**src/hdl/ri2d_pkg.sv**
```systemverilog
// ----------------------------------------------------------------------------
// ri2d_pkg: shared types and constants of the 2-D ray intersection block
// Holds the angle format, the CORDIC table, the pipeline widths and the
// item types that pass between the front end, the queue and the back end.
// ----------------------------------------------------------------------------
package ri2d_pkg;

	// Angle format: the low ANGLE_BITS bits of an angle are a full turn.
	localparam int ANGLE_BITS = 16;

	// CORDIC rotation pipeline.
	localparam int CORDIC_STEPS = 30;
	localparam int CW = 34;
	localparam int ZW = 33;
	localparam int CORD_LAT = CORDIC_STEPS + 1;
	localparam logic signed [CW-1:0] CORDIC_X0 = 34'sd652032874;
	localparam logic signed [CW-1:0] UNIT_POS = 34'sd1073741824;
	localparam logic signed [CW-1:0] UNIT_NEG = -34'sd1073741824;

	// Arctangent of 2^-i in units of 2^-32 turn.
	localparam logic [31:0] ATAN_TAB [CORDIC_STEPS] = '{
		32'h20000000, 32'h12E4051E, 32'h09FB385B, 32'h051111D4, 32'h028B0D43,
		32'h0145D7E1, 32'h00A2F61E, 32'h00517C55, 32'h0028BE53, 32'h00145F2F,
		32'h000A2F98, 32'h000517CC, 32'h00028BE6, 32'h000145F3, 32'h0000A2FA,
		32'h0000517D, 32'h000028BE, 32'h0000145F, 32'h00000A30, 32'h00000518,
		32'h0000028C, 32'h00000146, 32'h000000A3, 32'h00000051, 32'h00000029,
		32'h00000014, 32'h0000000A, 32'h00000005, 32'h00000003, 32'h00000001
	};

	// Divider: product, divisor and quotient widths.
	localparam int PROD_W = 94;
	localparam int DEN_W = 62;
	localparam int DIV_STEPS = 35;
	localparam int DIV_LAT = DIV_STEPS + 1;
	localparam logic [DIV_STEPS-1:0] OFF_CAP = 35'h4_0000_0000;

	// Queue depths.
	localparam int FQ_DEPTH = 4;
	localparam int FQ_AW = $clog2(FQ_DEPTH);
	localparam int OQ_DEPTH = 2;
	localparam int OQ_AW = $clog2(OQ_DEPTH);

	// Back end pipeline length from queue pop to result push.
	localparam int BACK_LAT = CORD_LAT + 5 + DIV_LAT;

	// Classified request handed from the front end to the back end.
	typedef struct packed {
		logic signed [31:0] x1;
		logic signed [31:0] y1;
		logic signed [32:0] dx;
		logic signed [32:0] dy;
		logic [1:0]         quad1;
		logic signed [31:0] resid1;
		logic [1:0]         quad2;
		logic signed [31:0] resid2;
	} front_item_t;

	// Finished result.
	typedef struct packed {
		logic signed [31:0] cross_x;
		logic signed [31:0] cross_y;
		logic               parallel;
		logic               overflow;
	} result_t;

endpackage

```
**src/hdl/ri2d_front.sv**
```systemverilog
// ----------------------------------------------------------------------------
// ri2d_front: request intake and classification
// Reduces both angles to a quadrant and a residual, forms the start point
// differences and holds the classified requests in a short queue.
// ----------------------------------------------------------------------------
module ri2d_front (
	input  logic                     clk,
	input  logic                     arst_n,
	input  logic                     push,
	output logic                     full,
	input  logic signed [31:0]       start1_x,
	input  logic signed [31:0]       start1_y,
	input  logic [15:0]              dir1_angle,
	input  logic signed [31:0]       start2_x,
	input  logic signed [31:0]       start2_y,
	input  logic [15:0]              dir2_angle,
	input  logic                     fq_pop,
	output logic                     fq_empty,
	output ri2d_pkg::front_item_t    fq_item
);

	localparam int AB = ri2d_pkg::ANGLE_BITS;

	ri2d_pkg::front_item_t item;
	ri2d_pkg::front_item_t mem_q [ri2d_pkg::FQ_DEPTH];
	logic [ri2d_pkg::FQ_AW-1:0] wr_q, rd_q;
	logic [ri2d_pkg::FQ_AW:0] cnt_q;
	logic [AB-1:0] a1, a2;
	logic [31:0] ph1, ph2, sum1, sum2;
	logic do_push, do_pop;

	// Angle to quadrant and signed residual.
	always_comb begin
		a1 = AB'(dir1_angle);
		a2 = AB'(dir2_angle);
		ph1 = {a1, {(32 - AB){1'b0}}};
		ph2 = {a2, {(32 - AB){1'b0}}};
		sum1 = ph1 + 32'h2000_0000;
		sum2 = ph2 + 32'h2000_0000;
		item.quad1 = sum1[31:30];
		item.quad2 = sum2[31:30];
		item.resid1 = $signed(ph1 - {sum1[31:30], 30'd0});
		item.resid2 = $signed(ph2 - {sum2[31:30], 30'd0});
		item.x1 = start1_x;
		item.y1 = start1_y;
		item.dx = 33'(start2_x) - 33'(start1_x);
		item.dy = 33'(start2_y) - 33'(start1_y);
	end

	assign full = (cnt_q == (ri2d_pkg::FQ_AW + 1)'(ri2d_pkg::FQ_DEPTH));
	assign fq_empty = (cnt_q == '0);
	assign do_push = push && !full;
	assign do_pop = fq_pop && !fq_empty;
	assign fq_item = mem_q[rd_q];

	// Queue storage.
	always_ff @(posedge clk) begin
		if (do_push) begin
			mem_q[wr_q] <= item;
		end
	end

	// Queue pointers and fill count.
	always_ff @(posedge clk or negedge arst_n) begin
		if (!arst_n) begin
			wr_q <= '0;
			rd_q <= '0;
			cnt_q <= '0;
		end else begin
			if (do_push) begin
				wr_q <= wr_q + 1'b1;
			end
			if (do_pop) begin
				rd_q <= rd_q + 1'b1;
			end
			if (do_push && !do_pop) begin
				cnt_q <= cnt_q + 1'b1;
			end else if (do_pop && !do_push) begin
				cnt_q <= cnt_q - 1'b1;
			end
		end
	end

endmodule

```
**config.mk**
```make
export PLATFORM = sky130hd
export DESIGN_NAME = ri2d_front
export DESIGN_NICKNAME = d
export VERILOG_FILES = /design/src/hdl/ri2d_pkg.sv /design/src/hdl/ri2d_front.sv
export SDC_FILE = /design/constraint.sdc
export NUM_CORES = 1
export LEC_CHECK = 0
export BUFFER_PORTS_ARGS = -buffer_cell sky130_fd_sc_hd__buf_2
export CAP_MARGIN = 10
export CORE_MARGIN = 2
export CORE_UTILIZATION = 58
export DETAILED_ROUTE_END_ITERATION = 7
export PLACE_DENSITY = 0.86
export SLEW_MARGIN = 10
export SYNTH_ARGS = -nofsm -noshare
export SYNTH_HDL_FRONTEND = slang
export SYNTH_SLANG_ARGS = --single-unit
```
**constraint.sdc**
```tcl
create_clock -name clk -period 6.7 [get_ports clk]
set_input_delay 0.67 -clock clk [delete_from_list [all_inputs] [get_ports clk]]
set_output_delay 0.67 -clock clk [all_outputs]
set_load 0.01 [all_outputs]
```
Word-level counts from Yosys, hierarchy flattened
Memories as Yosys holds them, arrays and structs flattened.
Cells that the tools add are included.
{"block": "word_totals", "mem_bits_rw": 792, "n_memories": 1, "output_inout_bits": 200, "reg_bits": 7, "input_bits": 164}
{"block": "classes", "n_reduce_logical": 10, "muxes": 4, "add_sub_neg": 10, "eq_ne": 1}
{"memory": "mem_q", "words": 4, "width": 198, "read_ports": 1, "rd_ports_with_merged_regs": 0, "wr": 1, "line_no": "ri2d_front.sv:25", "source": "ri2d_pkg::front_item_t mem_q [ri2d_pkg::FQ_DEPTH];"}
{"cell": "subtractor 32 x 32 -> 33 bit", "count": 2}
{"cell": "adder 32 x 30 -> 32 bit, second input constant", "count": 2}
{"cell": "subtractor 32 bit", "count": 2}
{"cell": "two-way mux 3 bit", "count": 2}
{"cell": "adder 2 x 1 -> 2 bit, second input constant", "count": 2}
{"cell": "logical AND 1 bit", "count": 4}
{"cell": "logical NOT 1 bit", "count": 4}
{"cell": "adder 3 x 1 -> 3 bit, second input constant", "count": 1}
{"cell": "== test 3 bit, second input constant", "count": 1}
{"cell": "logical NOT 3 bit", "count": 1}
{"cell": "subtractor 3 x 1 -> 3 bit, second input constant", "count": 1}
{"cell": "two-way mux 1 bit", "count": 2}
{"cell": "nonzero test 2 bit", "count": 1}

Longest topological paths before layout
{"block": "depth", "depth_word": 7, "ltp_mapped": 10, "depth_no_buf": 10}

Worst setup path before layout
Ideal clock, no wire load.
{"block": "synth_timing", "kind": "input to register", "start": "input push", "end": "memory mem_q[0][100] (netlist name), enable pin", "path_stages": 3, "t_required_ns": 6.154, "arrival_time_ns": 4.843, "path_slack_ns": 1.311, "setup_ns": 0.546, "path_cell_list": "nor2b_1 > clkbuf_1 > and2_1"}
{"block": "synth_between", "elab_chain_cells": 3}
{"element": "start: declaration", "line_no": "ri2d_front.sv:9", "source": "input logic push,"}
{"element": "logical AND 1 bit", "line_no": "ri2d_front.sv:52", "source": "assign do_push = push && !full;"}
{"element": "via do_push", "line_no": "ri2d_front.sv:30", "source": "logic do_push, do_pop;"}
{"element": "two-way mux 1 bit", "line_no": "ri2d_front.sv:58", "source": "if (do_push) begin"}
{"element": "two-way mux 1 bit (not written as such)", "line_no": "ri2d_front.sv:59", "source": "mem_q[wr_q] <= item;"}
{"element": "end: declaration", "line_no": "ri2d_front.sv:25"}
The timed path passes the listed nets, and every way through them passes these cells.

==> results.md <==
* FF+latch count, synth at 671
* Final Cycle Share at 0.553
* Run status: finished, final reports clean
* Post-DRT Antenna Nets at 0
* Setup WS pre-CTS at 3.30 ns
* Hold EP: mem_q[0][16]
* # rows at 81
* Vias per cell at 6.04
* Worst hold path depth at 1
* Final Non-Filler Cells at 2573
* Fin. max-slew vios at 0
* Later-pin clock latency in the skew report at 0.60 ns
* Storage cell area at 20100 µm²
* Seq/Total Area, Yosys at 0.707
* Die X at 226 µm
* R2R depth at 5
* Die Ht at 226 µm
* Initial antenna violation count at 12
* Hold path start: dir2_angle[0]
* Residual DRC at 0
* Largest net degree at the start of global routing at 105
* RD Place Congestion at 0.867
* Total vias in the final route at 15531
* Final setup viols at 0
* M1 GR Usage at 0.334
* CTS resizes at 0
* Critical Path RT at 6.03 ns
* Critical path's slowest cell: dfrtp_4
* Worst slew pin tran at 1.01 ns
* R2r startpoint: cnt_q[2]
* Clock Tree Root: clkbuf_16
* TritonCTS clock tree: yes
* Final Routed Wirelength at 61900 µm
* Global-route wire length before repair at 92400 µm
* Met2 global-route usage at 0.393
* R2R setup slack at 3.49 ns
* IO buf count at 331
* Pwr/cell area at 417 nW/µm²
* Synth warnings at 0
* GRT Max-Usage Layer: met2
* Setup slack after layout at 2.99 ns
* Routed len/inst at 24.1 µm
* Critical path arrival at 3.04 ns
* Power Total at 13700 µW
* Filler Cell Count at 3086
* Clock sinks at 671
* H-tree Lvls at 3
* RSZ-0062 raised after global routing: false
* Final nets at 2130
* Multi-input logic area at 7680 µm²
* Number of I/O pins at 364
* P_leak at 0.0119 µW
* Detailed Route Iter0 Violations at 1463
* Final setup skew at 0.0245 ns
* Die area at 50900 µm²
* Total gr overflow at 0
* Num CTS Buffers at 69
* GR met3 Demand/Resource at 0.0524
* Post-Synthesis Cells at 1528
* Post-synth ARST share at 0.0104
* Worst setup EP type: primary output
* Synth Cell Area at 28500 µm²
* Dpl hpwl at 39500 µm
* Worst vdd ir at 296 µV
* Post-synth top flop: edfxtp_1
* Reg2reg end: mem_q[2][104]
* Startpoint types: flop
* Core area at 48600 µm²
* Max Cap Viol at 0
* Fmax at 270 MHz
* Minimum hold slack at 0.298 ns
* Final hold vios at 0
* CTS max path bufs at 3
* CP Buf/Inv Count at 2
* Starting Density at 0.585
* Netlist cell types at 70
* Layout overhead on the synthesized area at 15.4%
* Min Tclk post-route at 3.71 ns
* Inst Count DP at 2440
* Total track usage at 0.244
* Family with the most delay on the worst path: flip-flops
* Worst relative slew slack at 0.330
* Worst path cell trace: buf_12, mux4_2, buf_2
* Drt first pass iters at 5
* Hold WC Path Type: primary input to flop
* Mapped Avg Cell Area at 18.6 µm²
* Final setup TNS at 0 ns
* Layout cells sized above 1 at 0.322
* Slowest cell delay on critical path at 1.08 ns
* CTS clk-pin slew, worst paths at 0.06 ns
* Vias in the first global route at 15611
* CP Class: flop to primary output
* Number of enable flip-flop cells after synthesis at 664
* CP max FO at 104
[worst register-to-register path, stage by stage (launching register included)]
cell and delay [ns]:
dfrtp_1 0.40, nor3b_1 0.18, nor2b_1 0.50, and2_4 0.35, buf_4 0.68, buf_4 0.72
[state kept, by name, indices dropped and copies added, names as in the netlist]
name and count:
mem_q 664, rd_q 2, cnt_q 3, wr_q 2
[report_power, final]
part	internal (µW)	switching [µW]
Clock	2050	1520
Sequential	5660	365
Combinational	1810	2310
Total	9520	4200
[cell usage after synthesis, drive strengths merged, types with 4 or more instances]
library cell,count,area (µm²)
a31oi,12,120
o21a,10,75.1
nand2b,6,37.5
o211ai,5,42.5
a211oi,9,72.6
nor2b,12,75.1
nor3,8,40.0
o21ai,30,150
dfrtp,7,175
inv,87,327
buf,62,383
xor2,22,193
mux4,166,3740
and2,10,62.6
o21bai,9,78.8
a21oi,69,357
xnor2,41,359
edfxtp,664,19900
nor2,35,134
clkbuf,24,90.1
a21o,30,225
o2111ai,5,50.0
ha,73,913
and3,6,37.5
or3,5,31.3
nand3,9,45.0
nand4,14,87.6
nand2,49,184
o22ai,4,25.0
[cell families (layout without fill, tap and decap cells)]
logic type / count (synthesis) / in the layout / share of synthesized area
mux: 168 / 168 / 0.132
other cells: 1 / 42 / 0.000132
flops: 671 / 671 / 0.707
fa+ha+maj: 76 / 76 / 0.0342
xor+xnor: 63 / 63 / 0.0194
simple gates: 166 / 166 / 0.0291
compound gates: 210 / 210 / 0.0505
buf+inv: 173 / 555 / 0.0281
[layout make-up]
class                      instances  area share
inverter                          87     0.00994
clock buffer                      89      0.0567
multi-input combinational        715       0.234
clock inverter                    33     0.00727
antenna                           10    0.000762
sequential                       671       0.612
tap                              622      0.0237
timing repair buffer             346      0.0554
[what timing repair did]
| item | in CTS | in global routing |
|---|---|---|
| hold endpoints to repair | 7 | 0 |
| buffers inserted | 0 | 0 |
| hold buffers | 1 | 0 |
[layer usage]
layer,share of wire,vias to the layer above
li1,-,6814
met1,0.40,7927
met2,0.50,675
met3,0.071,109
met4,0.027,6
met5,0.00052,-
[stage by stage]
step | util | area, µm²
6_report | 0.675 | 32900
3_5_place_dp | 0.632 | 30700
2_1_floorplan | - | 28600
5_1_grt | 0.675 | 32900
4_1_cts | 0.675 | 32800
3_3_place_gp | 0.632 | 30700
[worst max-delay path by stage]
stage,slack (ns),depth (start not counted),to,startpoint
2_1_floorplan,1.31,3,mem_q[0][100],push
3_3_place_gp,3.40,5,mem_q[2][102],push
3_5_place_dp,3.30,9,mem_q[0][92],start1_y[0]
4_1_cts,2.86,3,fq_item[106],rd_q[0]
5_1_grt,2.79,3,fq_item[168],rd_q[0]
6_report,2.99,3,fq_item[135],rd_q[1]
[layout by cell type, fill, tap and decap left out, types with 6 or more instances in the layout]
cell type / n
clkbuf_16: 71
buf_4: 10
o21bai_1: 8
ha_1: 73
inv_1: 87
nand3_1: 9
and2_1: 6
clkinv_1: 14
nand4_1: 14
nor2b_1: 12
nor2_1: 34
a21oi_1: 68
nor3_1: 8
o21ai_0: 28
a31oi_1: 9
and3_1: 6
buf_2: 331
diode_2: 10
xnor2_1: 41
o21a_1: 10
nand2b_1: 6
clkinv_2: 9
nand2_1: 49
mux4_2: 166
a211oi_1: 8
xor2_1: 22
a21o_1: 30
conb_1: 32
edfxtp_1: 664
clkbuf_1: 16
Note: power is estimated with default switching activity, not from simulation.
